**config.mk**
```make
export PLATFORM = sky130hd
export DESIGN_NAME = utf16_to_utf8_transcoder_top
export DESIGN_NICKNAME = d
export VERILOG_FILES = /design/src/rtl/u2u8_pkg.sv /design/src/rtl/u2u8_front.sv /design/src/rtl/u2u8_queue.sv /design/src/rtl/u2u8_back.sv /design/src/rtl/utf16_to_utf8_transcoder_top.sv
export SDC_FILE = /design/constraint.sdc
export NUM_CORES = 1
export LEC_CHECK = 0
export ABC_AREA = 0
export CORE_MARGIN = 2
export CORE_UTILIZATION = 57
export DETAILED_ROUTE_END_ITERATION = 10
export DONT_BUFFER_PORTS = 1
export PLACE_DENSITY = 0.72
export SYNTH_ARGS = -nofsm -noshare
export SYNTH_HDL_FRONTEND = slang
export SYNTH_SLANG_ARGS = --single-unit
export TNS_END_PERCENT = 20
```
**constraint.sdc**
```tcl
create_clock -name clk -period 3.3 [get_ports clk]
set_clock_uncertainty 0.1 [all_clocks]
set_input_delay 0.165 -clock clk [delete_from_list [all_inputs] [get_ports clk]]
set_output_delay 0.165 -clock clk [all_outputs]
set_load 0.005 [all_outputs]
```
**src/rtl/u2u8_pkg.sv**
```systemverilog
package u2u8_pkg;

    localparam int QUEUE_DEPTH_DEF = 2;
    localparam int MAX_BYTES       = 6;
    localparam int CNT_W           = 3;

    localparam logic [7:0]  LEAD2     = 8'hC0;
    localparam logic [7:0]  LEAD3     = 8'hE0;
    localparam logic [7:0]  LEAD4     = 8'hF0;
    localparam logic [7:0]  CONT      = 8'h80;
    localparam logic [15:0] ONE_BYTE_LIMIT = 16'h0080;
    localparam logic [15:0] TWO_BYTE_LIMIT = 16'h0800;
    localparam logic [15:0] HIGH_FIRST = 16'hD800;
    localparam logic [15:0] HIGH_LAST  = 16'hDBFF;
    localparam logic [15:0] LOW_FIRST  = 16'hDC00;
    localparam logic [15:0] LOW_LAST   = 16'hDFFF;
    localparam logic [5:0]  HIGH_PREFIX = 6'b110110;
    localparam logic [20:0] SUPP_BASE  = 21'h10000;

    // one queued item: its utf-8 bytes (first byte lowest) and byte count
    typedef struct packed {
        logic [MAX_BYTES*8-1:0] bytes;
        logic [CNT_W-1:0]       cnt;
        logic                   last;
    } entry_t;

    // three byte encoding, first byte in the low bits
    function automatic logic [23:0] enc3(input logic [15:0] v);
        logic [7:0] b0;
        logic [7:0] b1;
        logic [7:0] b2;
        b0 = LEAD3 | {4'b0000, v[15:12]};
        b1 = CONT | {2'b00, v[11:6]};
        b2 = CONT | {2'b00, v[5:0]};
        return {b2, b1, b0};
    endfunction

endpackage

```
**src/rtl/u2u8_front.sv**
```systemverilog
module u2u8_front (
    input  logic             clk,
    input  logic             rst_n,
    input  logic             accept,
    input  logic [15:0]      code_unit,
    input  logic             last_unit,
    output logic             push,
    output u2u8_pkg::entry_t entry
);
    import u2u8_pkg::*;

    logic       held_valid_reg;
    logic       held_valid_next;
    logic [9:0] held_bits_reg;
    logic [9:0] held_bits_next;

    logic        is_high;
    logic        is_low;
    logic [23:0] flush_bytes;
    logic [23:0] unit_bytes;
    logic [CNT_W-1:0] unit_cnt;
    logic        hold_unit;
    logic [20:0] pair_cp;
    logic [31:0] pair_bytes;

    always_comb
    begin
        is_high     = code_unit inside {[HIGH_FIRST:HIGH_LAST]};
        is_low      = code_unit inside {[LOW_FIRST:LOW_LAST]};
        flush_bytes = enc3({HIGH_PREFIX, held_bits_reg});
        pair_cp     = {1'b0, held_bits_reg, code_unit[9:0]} + SUPP_BASE;
        pair_bytes  = {CONT | {2'b00, pair_cp[5:0]},
                       CONT | {2'b00, pair_cp[11:6]},
                       CONT | {2'b00, pair_cp[17:12]},
                       LEAD4 | {5'b00000, pair_cp[20:18]}};
        hold_unit   = 1'b0;
        unit_bytes  = '0;
        unit_cnt    = '0;
        if (code_unit < ONE_BYTE_LIMIT)
        begin
            unit_bytes = {16'h0000, code_unit[7:0]};
            unit_cnt   = CNT_W'(1);
        end
        else if (code_unit < TWO_BYTE_LIMIT)
        begin
            unit_bytes = {8'h00, CONT | {2'b00, code_unit[5:0]},
                          LEAD2 | {3'b000, code_unit[10:6]}};
            unit_cnt   = CNT_W'(2);
        end
        else if (is_high && !last_unit)
        begin
            hold_unit = 1'b1;
        end
        else
        begin
            unit_bytes = enc3(code_unit);
            unit_cnt   = CNT_W'(3);
        end
    end

    always_comb
    begin
        entry.last = last_unit;
        if (held_valid_reg && is_low)
        begin
            entry.bytes = {16'h0000, pair_bytes};
            entry.cnt   = CNT_W'(4);
        end
        else if (held_valid_reg)
        begin
            // held surrogate goes out first, then the new unit
            entry.bytes = {unit_bytes, flush_bytes};
            entry.cnt   = unit_cnt + CNT_W'(3);
        end
        else
        begin
            entry.bytes = {24'h000000, unit_bytes};
            entry.cnt   = unit_cnt;
        end
        push = accept && (entry.cnt != '0);
    end

    always_comb
    begin
        held_valid_next = held_valid_reg;
        held_bits_next  = held_bits_reg;
        if (accept)
        begin
            if (!(held_valid_reg && is_low) && hold_unit)
            begin
                held_valid_next = 1'b1;
                held_bits_next  = code_unit[9:0];
            end
            else
            begin
                held_valid_next = 1'b0;
                held_bits_next  = '0;
            end
        end
    end

    always_ff @(posedge clk or negedge rst_n)
    begin
        if (!rst_n)
        begin
            held_valid_reg <= 1'b0;
            held_bits_reg  <= '0;
        end
        else
        begin
            held_valid_reg <= held_valid_next;
            held_bits_reg  <= held_bits_next;
        end
    end

endmodule

```
**src/rtl/u2u8_queue.sv**
```systemverilog
// depth must be 2 or more
module u2u8_queue #(
    parameter int DEPTH = u2u8_pkg::QUEUE_DEPTH_DEF
) (
    input  logic             clk,
    input  logic             rst_n,
    input  logic             push,
    input  u2u8_pkg::entry_t wr_entry,
    input  logic             pop,
    output u2u8_pkg::entry_t head,
    output logic             empty,
    output logic             full
);
    import u2u8_pkg::*;

    localparam int PTR_W = $clog2(DEPTH);
    localparam int CNT_QW = $clog2(DEPTH + 1);

    entry_t              slot_reg [DEPTH];
    logic [PTR_W-1:0]    wr_ptr_reg;
    logic [PTR_W-1:0]    wr_ptr_next;
    logic [PTR_W-1:0]    rd_ptr_reg;
    logic [PTR_W-1:0]    rd_ptr_next;
    logic [CNT_QW-1:0]   count_reg;
    logic [CNT_QW-1:0]   count_next;
    logic                do_push;
    logic                do_pop;

    function automatic logic [PTR_W-1:0] wrap_inc(input logic [PTR_W-1:0] p);
        return (p == PTR_W'(DEPTH - 1)) ? '0 : p + PTR_W'(1);
    endfunction

    always_comb
    begin
        empty       = (count_reg == '0);
        full        = (count_reg == CNT_QW'(DEPTH));
        do_push     = push && !full;
        do_pop      = pop && !empty;
        head        = slot_reg[rd_ptr_reg];
        wr_ptr_next = do_push ? wrap_inc(wr_ptr_reg) : wr_ptr_reg;
        rd_ptr_next = do_pop ? wrap_inc(rd_ptr_reg) : rd_ptr_reg;
        count_next  = count_reg;
        if (do_push && !do_pop)
        begin
            count_next = count_reg + CNT_QW'(1);
        end
        else if (do_pop && !do_push)
        begin
            count_next = count_reg - CNT_QW'(1);
        end
    end

    always_ff @(posedge clk)
    begin
        if (do_push)
        begin
            slot_reg[wr_ptr_reg] <= wr_entry;
        end
    end

    always_ff @(posedge clk or negedge rst_n)
    begin
        if (!rst_n)
        begin
            wr_ptr_reg <= '0;
            rd_ptr_reg <= '0;
            count_reg  <= '0;
        end
        else
        begin
            wr_ptr_reg <= wr_ptr_next;
            rd_ptr_reg <= rd_ptr_next;
            count_reg  <= count_next;
        end
    end

endmodule

```
**src/rtl/u2u8_back.sv**
```systemverilog
module u2u8_back (
    input  logic             clk,
    input  logic             rst_n,
    input  u2u8_pkg::entry_t head,
    input  logic             empty,
    output logic             pop,
    output logic             m_tvalid,
    input  logic             m_tready,
    output logic [7:0]       m_tdata,   // out_byte
    output logic             m_tlast,   // string_end
    output logic             m_tuser    // run_last
);
    import u2u8_pkg::*;

    logic [CNT_W-1:0] idx_reg;
    logic [CNT_W-1:0] idx_next;
    logic             valid_reg;
    logic             valid_next;
    logic [7:0]       byte_reg;
    logic [7:0]       byte_next;
    logic             run_last_reg;
    logic             run_last_next;
    logic             str_end_reg;
    logic             str_end_next;
    logic             load;
    logic             run_end;

    always_comb
    begin
        // output register frees up when empty or being taken this cycle
        load          = !empty && (!valid_reg || m_tready);
        run_end       = (idx_reg == (head.cnt - CNT_W'(1)));
        pop           = load && run_end;
        idx_next      = idx_reg;
        valid_next    = valid_reg;
        byte_next     = byte_reg;
        run_last_next = run_last_reg;
        str_end_next  = str_end_reg;
        if (load)
        begin
            valid_next    = 1'b1;
            byte_next     = head.bytes[idx_reg*8 +: 8];
            run_last_next = run_end;
            str_end_next  = run_end && head.last;
            idx_next      = run_end ? '0 : idx_reg + CNT_W'(1);
        end
        else if (m_tready)
        begin
            valid_next = 1'b0;
        end
    end

    always_ff @(posedge clk or negedge rst_n)
    begin
        if (!rst_n)
        begin
            idx_reg   <= '0;
            valid_reg <= 1'b0;
        end
        else
        begin
            idx_reg   <= idx_next;
            valid_reg <= valid_next;
        end
    end

    always_ff @(posedge clk)
    begin
        byte_reg     <= byte_next;
        run_last_reg <= run_last_next;
        str_end_reg  <= str_end_next;
    end

    assign m_tvalid = valid_reg;
    assign m_tdata  = byte_reg;
    assign m_tlast  = str_end_reg;
    assign m_tuser  = run_last_reg;

endmodule

```
**src/rtl/utf16_to_utf8_transcoder_top.sv**
```systemverilog
// utf-16 to utf-8 transcoder
// the first byte of an item goes through a queue slot and then the output byte register before m_tvalid
// throughput: one output byte per cycle while m_tready is high; an item yields 1 to 3
//   bytes typical, 4 for a pair, up to 6 on a flush, sent one by one on the byte-wide output
// a held high surrogate yields nothing until the next unit arrives
// reset: rst_n async active low, clears the held surrogate, the queue and the output
module utf16_to_utf8_transcoder_top #(
    parameter int QUEUE_DEPTH = u2u8_pkg::QUEUE_DEPTH_DEF
) (
    input  logic        clk,
    input  logic        rst_n,
    input  logic        s_tvalid,
    output logic        s_tready,
    input  logic [15:0] s_tdata,   // code_unit
    input  logic        s_tlast,   // last_unit
    output logic        m_tvalid,
    input  logic        m_tready,
    output logic [7:0]  m_tdata,   // out_byte
    output logic        m_tlast,   // string_end
    output logic        m_tuser    // run_last
);
    import u2u8_pkg::*;

    logic   accept;
    logic   push;
    logic   pop;
    logic   empty;
    logic   full;
    entry_t wr_entry;
    entry_t head;

    assign s_tready = !full;
    assign accept   = s_tvalid && s_tready;

    u2u8_front u_front (
        .clk       (clk),
        .rst_n     (rst_n),
        .accept    (accept),
        .code_unit (s_tdata),
        .last_unit (s_tlast),
        .push      (push),
        .entry     (wr_entry)
    );

    u2u8_queue #(
        .DEPTH (QUEUE_DEPTH)
    ) u_queue (
        .clk      (clk),
        .rst_n    (rst_n),
        .push     (push),
        .wr_entry (wr_entry),
        .pop      (pop),
        .head     (head),
        .empty    (empty),
        .full     (full)
    );

    u2u8_back u_back (
        .clk      (clk),
        .rst_n    (rst_n),
        .head     (head),
        .empty    (empty),
        .pop      (pop),
        .m_tvalid (m_tvalid),
        .m_tready (m_tready),
        .m_tdata  (m_tdata),
        .m_tlast  (m_tlast),
        .m_tuser  (m_tuser)
    );

endmodule

```
* Yosys cells after proc, flatten, opt, wreduce, memory -nomap -nowiden *
Memories as Yosys holds them, arrays and structs flattened.
Cells that the tools add are included.

storage, ports and cells
  word-level logic and storage cells = 76
  bits in writable memories = 104
  bits in registers = 29
  output and inout port bits = 12
  bits of input ports = 21
  memories kept = 1

operators by class
  add/sub/neg operators = 8
  $lt $le $gt $ge = 6
  equal/unequal tests = 2
  mux-type cells = 22
  reductions and logical operators = 26
  shift-type cells = 1

memory list
  memory            depth  bits a word  rd ports  clocked after Yosys merged registers in  write ports  line              source
  u_queue.slot_reg  2      52           1         0                                        1            u2u8_queue.sv:19  entry_t slot_reg [DEPTH];

operators with widths
  operator                  count
  $mux W51                  2
  $mux W24                  3
  $shiftx A48 B7 Y8         1
  $ge A16 B16 Y1 const B    2
  $le A16 B16 Y1 const B    2
  $add A20 B17 Y21 const B  1
  $lt A16 B12 Y1 const B    1
  $lt A16 B8 Y1 const B     1
  $logic_and A1 B1 Y1       14
  $mux W1                   10
  $mux W10                  1
  $mux W3                   3
  $logic_not A1 Y1          7
  $mux W2                   3
  $reduce_bool A2 Y1        2
  $add A3 B1 Y3 const B     1
  $add A3 B2 Y3 const B     1
  $eq A3 B3 Y1              1
  $reduce_bool A3 Y1        1
  $sub A3 B1 Y3 const B     1
  $add A1 B1 Y1 const B     2
  $add A2 B1 Y2 const B     1
  $eq A2 B2 Y1 const B      1
  $logic_not A2 Y1          1
  2 further kinds           2

* Depth between registers and ports, before layout *
Gate-level depths: netlist of run 1.

  word-level depth = 16
  gate-level depth with buffers = 12
  mapped depth without buffers = 11

* Modules after synthesis *
A second synthesis of run 1 with hierarchy kept.

second synthesis, totals
  cells, all modules = 468
  area, all modules = 6698.9 sq um

by module, submodules not included
  module                        seq. area each (sq um)  area an instance (sq um)  cells each  instances
  u2u8_queue                    3223.1                  4200.3                    181         1
  u2u8_front                    275.3                   1476.4                    211         1
  u2u8_back                     400.4                   1012.2                    74          1
  utf16_to_utf8_transcoder_top  0.0                     10.0                      2           1

* Least setup slack after synthesis of run 1 *
OpenSTA, ideal clock, no wires.

  kind = input-to-reg
  from = input port s_tdata[10]
  to = memory u_queue.slot_reg[0][0] in the netlist's numbering, enable pin
  arrival = 3.497 ns
  stages = 7
  data required time = 2.746 ns
  path slack = -0.751 ns
  path through = nor4_2 > nand3_1 > nand2_1 > ha_1 > nand4_1 > o21ai_2 > nor2_1

between the ends
  cells in the longest elaborated chain, start to end = 14

ends and longest elaborated chain
  what                                              line                                source
  from (decl)                                       utf16_to_utf8_transcoder_top.sv:14  input logic [15:0] s_tdata,
  $ge A16 B16 Y1 or $le A16 B16 Y1 (tied branches)  u2u8_front.sv:28                    is_high = code_unit inside {[HIGH_FIRST:HIGH_LAST]};
  $logic_and A1 B1 Y1                               u2u8_front.sv:28
  $logic_and A1 B1 Y1                               u2u8_front.sv:50                    else if (is_high && !last_unit)
  $mux W2                                           u2u8_front.sv:50
  $mux W3                                           u2u8_front.sv:44                    else if (code_unit < TWO_BYTE_LIMIT)
  $mux W3                                           u2u8_front.sv:39                    if (code_unit < ONE_BYTE_LIMIT)
  $add A3 B2 Y3                                     u2u8_front.sv:73                    entry.cnt = unit_cnt + CNT_W'(3);
  $mux W51                                          u2u8_front.sv:69                    else if (held_valid_reg)
  $mux W51 (*)                                      u2u8_front.sv:64                    if (held_valid_reg && is_low)
  $reduce_bool A3 Y1 (*)                            u2u8_front.sv:80                    push = accept && (entry.cnt != '0);
  $logic_and A1 B1 Y1 (*)                           u2u8_front.sv:80
  $logic_and A1 B1 Y1 (*)                           u2u8_queue.sv:37                    do_push = push && !full;
  $mux W1 (*)                                       u2u8_queue.sv:55                    if (do_push)
  $mux W1 (not written as such) (*)                 u2u8_queue.sv:57                    slot_reg[wr_ptr_reg] <= wr_entry;
  to (decl)                                         u2u8_queue.sv:19

Every way passes the cells marked *; elsewhere a longest branch is shown, timed or not.

* Worst setup path after layout of run 1 *
  from = input port s_tdata[10]
  to = register u_queue.count_reg[1]

between the ends
  cells in the longest elaborated chain, start to end = 15

ends and longest elaborated chain
  what                                              line              source
  $ge A16 B16 Y1 or $le A16 B16 Y1 (tied branches)  u2u8_front.sv:28
  $logic_and A1 B1 Y1                               u2u8_front.sv:28
  $logic_and A1 B1 Y1                               u2u8_front.sv:50
  $mux W2                                           u2u8_front.sv:50
  $mux W3                                           u2u8_front.sv:44
  $mux W3                                           u2u8_front.sv:39
  $add A3 B2 Y3                                     u2u8_front.sv:73
  $mux W51                                          u2u8_front.sv:69
  $mux W51 (*)                                      u2u8_front.sv:64
  $reduce_bool A3 Y1 (*)                            u2u8_front.sv:80
  $logic_and A1 B1 Y1 (*)                           u2u8_front.sv:80
  $logic_and A1 B1 Y1 (*)                           u2u8_queue.sv:37
  net u_queue.do_push                               u2u8_queue.sv:26  logic do_push;
  $logic_not A1 Y1                                  u2u8_queue.sv:47  else if (do_pop && !do_push)
  $logic_and A1 B1 Y1                               u2u8_queue.sv:47
  $reduce_bool A2 Y1 (no source line)               n/a
  to (signal assigned)                              u2u8_queue.sv:73  count_reg <= count_next;
  to (decl)                                         u2u8_queue.sv:24  logic [CNT_QW-1:0] count_reg;

The timed path passes the listed nets; every way through them passes the cells marked *.
A chain may end at the register's enable or synchronous reset.

==> flow_summary.json, run 1 <==
{
  "dieArea_um2": 10740,
  "ys.flop_type": "edfxtp_1",
  "multi_input_area_um2": 1869,
  "power-per-cell-area_nw_per_um2": 828.9,
  "drtIter0Drc": 313,
  "r2r_slack_ps": 590,
  "design_area_um2": 6573,
  "setup_viol": 0,
  "syn-cell-area_um2": 5659,
  "post_cts_buffers": 0,
  "viasPerCell": 6.136,
  "layout_commonest_cell": "edfxtp_1",
  "fill_cells": 647,
  "fin_crit_ps": 2821,
  "synth_area_leaders": "edfxtp_1 56%, dfrtp_1 8.4%, mux4_2 8.4%",
  "slowest_delay_ps": 610,
  "worstPathRequired_ps": 3630,
  "cp.arrival_ps": 3150,
  "cts_root_buf": "clkbuf_8",
  "final_layout_size_suffix_gt1_share_pct": 19.81,
  "dpl.hpwl_um": 7624,
  "grt_pass1_vias": 3389,
  "syn_nets": 408,
  "tightest_slew_ps": 965.4,
  "holdCritPathClass": "input port to flop",
  "clockBufferDepth": 2,
  "mostFrequentLayoutCells": "106 x edfxtp_1, 27 x nand2_1, 25 x nor2_1",
  "synth_seq_cells": 125,
  "io_buffer_count": 0,
  "routed_wl_um": 11830,
  "nNetsFinal": 432,
  "pre_cts_slack_ps": 561.8,
  "syn_area_per_cell_um2": 14.81,
  "antenna_cells": 0,
  "place_congestion": 0.9061,
  "placed_area_um2": 5841,
  "num_rows": 36,
  "core_area_um2": 9684,
  "criticalPathCategory": "input port to flop",
  "route.detailed.drc": 0,
  "synth-async-reset-ratio_pct": 15.20,
  "track_usage_pct": 23.51,
  "ant_nets": 0,
  "die_x_um": 103.6,
  "yosysSeqAreaShare_pct": 64.65,
  "dr.pass1.iters": 5,
  "cts_num_sinks": 125,
  "maxCapViolations": 0,
  "start_util_pct": 58.44,
  "synth_cell_types": 52,
  "relSlewSlack_pct": 35.43,
  "largest_register_ffs": 96,
  "cts_tree": "done",
  "critPathLaunchType": "input port",
  "yosysTopAreaCellShare_pct": 56.25,
  "pin_count": 33,
  "hold_viol_final": 0,
  "netlist_instances": 382,
  "final-seq-area_um2": 3660,
  "grt_pass1_wl_um": 18840,
  "maxSlewViolCount": 0,
  "ir_worst_vdd_mv": 0.6393,
  "synth_area_leader_cell": "edfxtp_1",
  "status": "completed",
  "yosys_warnings": 0,
  "htree_num_levels": 4,
  "cp_cell_sequence": "dlygate4sd3_1 -> nor4_2 -> and3_1 -> a21oi_2 -> ha_1 -> nand4_1 -> o21ai_2 -> inv_1 -> ha_1 -> xor2_1 -> nor2_1 -> xor2_1",
  "wl_per_cell_um": 21.44,
  "num_vias": 3387,
  "min_period_over_period_pct": 85.47,
  "fin_ws_ps": 479.4,
  "rsz0062_at_grt": "no",
  "cts-buffers-inserted": 17,
  "antenna_found_initial": 0,
  "area_growth_pct": 16.14,
  "die_h_um": 103.6,
  "endpoint_kind": "flop",
  "clock.fmax_ghz": 0.3545,
  "grt_max_degree": 49,
  "worst_path_max_delay_cell": "dlygate4sd3_1",
  "path_max_fanout": 5,
  "p_leak_nw": 2.432,
  "synth_edf_count": 106,
  "clk_latency_ps": 520,
  "cts.clk_slew.worst_paths_ps": 60,
  "grt.overflow.total": 0
}
## layout make-up
class | instances | share of cell area (%)
Timing Repair Buffer | 25 | 3.845
Clock inverter | 12 | 2.227
Inverter | 14 | 0.7995
Clock buffer | 20 | 6.472
Tap cell | 133 | 2.532
Sequential cell | 125 | 55.68
Multi-Input combinational cell | 223 | 28.44
## path summary, 6_finish.rpt
kind / start / end / depth (start not counted)
worst max-delay path: s_tdata[10] / u_queue.count_reg[1]$_DFFE_PN0P_ / 12
worst min-delay path: s_tdata[8] / u_queue.slot_reg[1][8]$_DFFE_PP_ / 3
worst max register to register: u_queue.rd_ptr_reg$_DFFE_PN0P_ / u_queue.count_reg[1]$_DFFE_PN0P_ / 10
worst min register to register: u_queue.count_reg[0]$_DFFE_PN0P_ / u_queue.count_reg[0]$_DFFE_PN0P_ / 1
max in group asynchronous: rst_n / u_queue.rd_ptr_reg$_DFFE_PN0P_ / 1
min in group asynchronous: rst_n / u_queue.count_reg[1]$_DFFE_PN0P_ / 1
## metrics by stage
| step | hold WS, ps | power, mW | TNS (ps) | util, % | cells |
|---|---|---|---|---|---|
| 6_report | 27.13 | 5.448 | 0 | 67.87 | 552 |
| 5_1_grt | 32.97 | 5.728 | 0 | 67.87 | 552 |
| 3_3_place_gp | -230.1 | 3.649 | 0 | 60.31 | 504 |
| 3_5_place_dp | -230.1 | 3.691 | 0 | 60.31 | 504 |
| 2_1_floorplan | -230.6 | 3.326 | -72090 | - | 382 |
| 4_1_cts | 2.005 | 5.500 | 0 | 67.87 | 552 |
## synthesized netlist by cell type, types with 2 or more instances
cell	count
and3_1	3
nor2_1	27
a221oi_1	3
a22oi_1	3
dfrtp_1	19
and3_2	2
clkbuf_1	14
a21boi_0	3
o31ai_1	4
nand2_1	27
a21o_1	2
o22ai_1	10
inv_1	13
nor3_1	3
nand3_1	3
ha_1	5
a22oi_2	2
buf_6	2
a21oi_1	2
nor4_2	2
mux2i_1	21
mux4_2	21
o21ai_0	19
a22o_1	10
xor2_1	6
mux2_2	7
edfxtp_1	106
xnor2_1	5
nand2b_1	7
buf_2	3
and2_1	7
## per-layer routing
metal  routed length, um  track usage, %
met1                5264           35.21
met2                5454           34.86
met3                 956           5.853
met4                 157           6.564
met5                   0               0
## kinds of logic (layout without fill, tap and decap cells)
| kind of cell | Yosys count | after routing | synth area share, % |
|---|---|---|---|
| compound gates | 66 | 66 | 8.225 |
| xor+xnor | 11 | 11 | 1.702 |
| buf+inv | 34 | 71 | 2.653 |
| fa+ha+maj | 5 | 5 | 1.105 |
| mux | 49 | 49 | 13.46 |
| flops | 125 | 125 | 64.65 |
| simple gates | 92 | 92 | 8.203 |
## power breakdown
part / switching, mW / internal, mW
Sequential: 0.148 / 2.18
Combinational: 0.738 / 0.599
Clock: 0.638 / 1.14
Total: 1.52 / 3.92
## critical path: cells and delay by family
family,cells,cell delay [ps]
simple gates,4,1030
xor+xnor,2,340
compound gates,2,410
fa+ha+maj,2,510
buf+inv,2,690
## timing repair
action	CTS	global route
hold buffers	16	0
endpoints found under the hold margin	98	0
gates resized for setup	0	0
Power figures use the tool's default switching activity.
==> run 2: changes to the inputs <==
- PLACE_DENSITY: 0.72 -> 0.78
- TNS_END_PERCENT: 20 -> default
==> run 2 against run 1 <==
  * Combinational power hardly changed
  * Hold slack better by 9.5 ps
  * Critical path type unchanged
  * Largest power group unchanged
  * Sequential share of layout area is 0.41 points higher
  * Die area stayed put
  * Worst setup slack better by 3.7 ps
  * First-iteration DRC count is 15% higher
  * Highest routed layer unchanged
  * Count of clock-buffer cells in the layout is 1 lower
  * Largest cell class unchanged
==> flow_summary.json, run 2 (synthesis gave the netlist of run 1 again) <==
{
  "status": "completed",
  "num_rows": 36,
  "p_leak_nw": 2.413,
  "placed_area_um2": 5841,
  "dpl.hpwl_um": 7686,
  "nNetsFinal": 432,
  "antenna_cells": 0,
  "dr.pass1.iters": 6,
  "fin_crit_ps": 2817,
  "layout_commonest_cell": "edfxtp_1",
  "ir_worst_vdd_mv": 0.7399,
  "grt.overflow.total": 0,
  "fin_ws_ps": 483.1,
  "endpoint_kind": "flop",
  "viasPerCell": 6.120,
  "pin_count": 33,
  "wl_per_cell_um": 21.29,
  "grt_max_degree": 49,
  "worst_path_max_delay_cell": "dlygate4sd3_1",
  "worstPathRequired_ps": 3640,
  "maxCapViolations": 0,
  "largest_register_ffs": 96,
  "power-per-cell-area_nw_per_um2": 814.4,
  "mostFrequentLayoutCells": "106 x edfxtp_1, 27 x nand2_1, 25 x nor2_1",
  "cts_root_buf": "clkbuf_8",
  "holdCritPathClass": "input port to flop",
  "path_max_fanout": 5,
  "cts_tree": "done",
  "final-seq-area_um2": 3660,
  "route.detailed.drc": 0,
  "setup_viol": 0,
  "cp.arrival_ps": 3160,
  "critPathLaunchType": "input port",
  "place_congestion": 0.8943,
  "drtIter0Drc": 361,
  "cts-buffers-inserted": 17,
  "core_area_um2": 9684,
  "io_buffer_count": 0,
  "design_area_um2": 6525,
  "min_period_over_period_pct": 85.36,
  "hold_viol_final": 0,
  "relSlewSlack_pct": 40.00,
  "dieArea_um2": 10740,
  "rsz0062_at_grt": "no",
  "criticalPathCategory": "input port to flop",
  "tightest_slew_ps": 897.0,
  "pre_cts_slack_ps": 656.8,
  "area_growth_pct": 15.30,
  "grt_pass1_vias": 3367,
  "track_usage_pct": 23.14,
  "fin_total_pwr_mw": 5.314,
  "antenna_found_initial": 0,
  "maxSlewViolCount": 0,
  "ant_nets": 0,
  "num_vias": 3366,
  "fill_cells": 658,
  "routed_wl_um": 11710,
  "die_h_um": 103.6,
  "cp_cell_sequence": "dlygate4sd3_1 -> nor4_2 -> and3_1 -> a21oi_2 -> ha_1 -> nand4_1 -> o21ai_2 -> inv_1 -> ha_1 -> xor2_1 -> nor2_1 -> xor2_1",
  "grt_pass1_wl_um": 18640,
  "cts_num_sinks": 125,
  "clockBufferDepth": 2,
  "slowest_delay_ps": 650,
  "htree_num_levels": 4,
  "clk_latency_ps": 510,
  "clock.fmax_ghz": 0.3550,
  "cts.clk_slew.worst_paths_ps": 50,
  "final_layout_size_suffix_gt1_share_pct": 18.94,
  "start_util_pct": 58.44,
  "multi_input_area_um2": 1869,
  "die_x_um": 103.6
}
## run 2: final timing paths
kind	slack, ps	endpoint	startpoint	depth (start not counted)
max	480	u_queue.count_reg[1]$_DFFE_PN0P_	s_tdata[8]	12
min	40	u_back.m_tuser$_DFFE_PP_	m_tready	3
max reg2reg	650	u_queue.count_reg[1]$_DFFE_PN0P_	u_queue.rd_ptr_reg$_DFFE_PN0P_	10
min reg2reg	400	u_queue.count_reg[1]$_DFFE_PN0P_	u_queue.count_reg[1]$_DFFE_PN0P_	1
max in group asynchronous	2370	u_queue.rd_ptr_reg$_DFFE_PN0P_	rst_n	1
min in group asynchronous	120	u_back.m_tvalid$_DFFE_PN0P_	rst_n	1
## run 2: area by class of cell
type	instances	share of cell area, %
Clock inverter	11	1.572
Timing Repair Buffer	25	3.873
Multi-Input combinational cell	223	28.65
Clock buffer	19	6.462
Inverter	14	0.8054
Sequential cell	125	56.09
Tap cell	133	2.550
## run 2: report_power, final
group	total, mW	switching, mW	internal [mW]
Clock	1.64	0.600	1.05
Combinational	1.34	0.738	0.599
Sequential	2.33	0.147	2.18
## run 2: worst max-delay path: cells and delay by family
kind / cells / cell delay [ps]
compound gates: 2 / 410
xor+xnor: 2 / 290
fa+ha+maj: 2 / 520
buf+inv: 2 / 730
simple gates: 4 / 1050
## run 2: routing by layer
metal  track usage (%)  routed length [um]
met2             34.63                5509
met4             7.722                 204
met3             7.111                 833
met5                 0                   0
met1             32.82                5160
## run 2: through the flow
stage               setup TNS (ps)  hold slack (ps)  util, %  cells
floorplan                   -72090           -230.6        -    382
finish                           0            36.60    67.38    550
CTS                              0            4.858    67.38    550
detailed placement               0           -230.2    60.31    504
global placement                 0           -230.2    60.31    504
global route                     0            39.35    67.38    550
## run 2: timing repair
action	4_1_cts	5_1_grt
hold buffers	16	0
gates resized for setup	0	0
setup buffers	0	0
hold endpoints to repair	100	0
==> run 3: changes to the inputs <==
- CELL_PAD_IN_SITES_DETAIL_PLACEMENT: default -> 2
- CELL_PAD_IN_SITES_GLOBAL_PLACEMENT: default -> 2
- CORE_UTILIZATION: 57 -> 42
- PLACE_DENSITY: 0.78 -> 0.79
==> run 3 against run 2 <==
  * Via count up 2.9%
  * Count of clock-buffer cells in the layout up 10
  * Die area up 34%
  * Core utilization down 18 points
  * Critical path depth down 2
  * Clock power about the same
  * Sequential cell count unchanged
  * Worst setup slack worse by 71 ps
  * Critical path type is now flop to flop
  * Global-route usage up 1.4 points
  * Register-to-register slack worse by 240 ps
  * Final area up 0.52%
  * Sequential power about the same
==> flow_summary.json, run 3 (synthesis gave the netlist of run 1 again) <==
{
  "fin_ws_ps": 411.9,
  "core_area_um2": 13190,
  "worstPathRequired_ps": 3530,
  "critPathLaunchType": "flop",
  "drtIter0Drc": 319,
  "antenna_found_initial": 0,
  "ir_worst_vdd_mv": 0.6012,
  "holdCritPathClass": "input port to flop",
  "power-per-cell-area_nw_per_um2": 831.5,
  "viasPerCell": 5.833,
  "maxSlewViolCount": 0,
  "cts-buffers-inserted": 17,
  "clockBufferDepth": 2,
  "clock.fmax_ghz": 0.3463,
  "wl_per_cell_um": 27.29,
  "crit_top_cell": "xor2_1",
  "grt.met1_usage_pct": 32.87,
  "nNetsFinal": 431,
  "post_cts_resized": 0,
  "clk_latency_ps": 420,
  "grt_busiest_layer": "met2",
  "cp.arrival_ps": 3120,
  "tightest_slew_ps": 964.4,
  "largest_register_ffs": 96,
  "cts_tree": "done",
  "grt_pass1_wl_um": 25230,
  "io_buffer_count": 0,
  "place_congestion": 0.7928,
  "area_growth_pct": 15.90,
  "layout_commonest_cell": "edfxtp_1",
  "crit_buf_inv": 0,
  "dr.pass1.iters": 5,
  "die_h_um": 120.1,
  "slowest_delay_ps": 460,
  "routed_wl_um": 16210,
  "cp_cell_sequence": "mux2i_1 -> ha_1 -> xor2_1 -> xnor2_1 -> nor3_1 -> nand2_1 -> ha_1 -> xor2_1 -> nor2_1 -> xor2_1",
  "cts_root_buf": "clkbuf_16",
  "pin_count": 33,
  "p_leak_nw": 2.403,
  "cts.clk_slew.worst_paths_ps": 60,
  "mostFrequentLayoutCells": "106 x edfxtp_1, 27 x nand2_1, 25 x nor2_1",
  "path_max_fanout": 5,
  "start_util_pct": 42.90,
  "min_period_over_period_pct": 87.52,
  "critPathTopFamily": "simple AND/OR/NAND/NOR gates",
  "fin_total_pwr_mw": 5.453,
  "dieArea_um2": 14420,
  "maxCapViolations": 0,
  "use_met2_pct": 38.81,
  "criticalPathCategory": "flop to flop",
  "fill_cells": 1219,
  "hold_viol_final": 0,
  "grtUsageMet3_pct": 6.844,
  "num_vias": 3465,
  "cts_num_sinks": 125,
  "antenna_cells": 0,
  "ant_nets": 0,
  "route.detailed.drc": 0,
  "rsz0062_at_grt": "no",
  "endpoint_kind": "flop",
  "dpl.hpwl_um": 10450,
  "grt.overflow.total": 0,
  "pre_cts_slack_ps": 507.8,
  "htree_num_levels": 4,
  "grt_max_degree": 49,
  "setup_viol": 0,
  "relSlewSlack_pct": 35.49,
  "num_rows": 42,
  "grt_pass1_vias": 3917,
  "worst_path_max_delay_cell": "nor3_1",
  "die_x_um": 120.1,
  "final_layout_size_suffix_gt1_share_pct": 18.42,
  "track_usage_pct": 24.55,
  "status": "completed",
  "fin_crit_ps": 2888
}
[run 3: cell types whose count changed in the layout (fill, tap and decap cells not counted), moves of 2 or more]
cell,before,now
clkinv_2,4,2
bufinv_16,2,0
clkbuf_8,1,3
clkinv_1,4,1
clkbuf_1,2,9
[run 3: timing repair]
item                                    CTS  global route
endpoints found under the hold margin    64             0
hold buffers                             15             0
setup buffers                             0             0
endpoints found under the setup margin    0             0
[run 3: metal layers]
metal / up-vias / part of all wire (%)
li1: 1519 / -
met1: 1808 / 43
met2: 117 / 49
met3: 21 / 6.5
met4: 0 / 1.9
met5: - / 0
[run 3: power by group]
group,switching (mW),internal [mW],total (mW)
Clock,0.660,1.01,1.67
Combinational,0.817,0.600,1.42
Sequential,0.176,2.19,2.36
Total,1.65,3.80,5.45
[run 3: final timing paths]
check                                                      from                              endpoint  slack (ps)  depth (start not counted)
min reg2reg                u_front.held_bits_reg[0]$_DFFE_PN0P_  u_front.held_bits_reg[0]$_DFFE_PN0P_         430                          1
max                              u_queue.rd_ptr_reg$_DFFE_PN0P_      u_queue.count_reg[1]$_DFFE_PN0P_         410                         10
max reg2reg                      u_queue.rd_ptr_reg$_DFFE_PN0P_      u_queue.count_reg[1]$_DFFE_PN0P_         410                         10
min in group asynchronous                                 rst_n  u_front.held_bits_reg[1]$_DFFE_PN0P_         250                          1
min                                                  s_tdata[3]     u_queue.slot_reg[1][15]$_DFFE_PP_          20                          2
max in group asynchronous                                 rst_n        u_queue.rd_ptr_reg$_DFFE_PN0P_        2200                          1
[run 3: cell type report]
type	count	area [um^2]	area share, %
well taps	176	220.2	3.357
clock buffers	29	500.5	7.631
multi-input cells	223	1869	28.50
inverters	14	52.55	0.8012
flip-flops and latches	125	3660	55.80
repair buffers	24	242.7	3.701
clock inverters	3	13.76	0.2098
[run 3: stage by stage]
| stage | std cells | hold WS (ps) | cell area (um^2) | util (%) | setup TNS, ps |
|---|---|---|---|---|---|
| 6_report | 594 | 18.03 | 6559 | 49.72 | 0 |
| 5_1_grt | 594 | 8.517 | 6559 | 49.72 | 0 |
| 4_1_cts | 594 | 4.114 | 6559 | 49.72 | 0 |
| 3_5_place_dp | 547 | -230.2 | 5894 | 44.69 | 0 |
| 3_3_place_gp | 547 | -230.1 | 5894 | 44.69 | 0 |
| 2_1_floorplan | 382 | -230.6 | 5659 | - | -72090 |
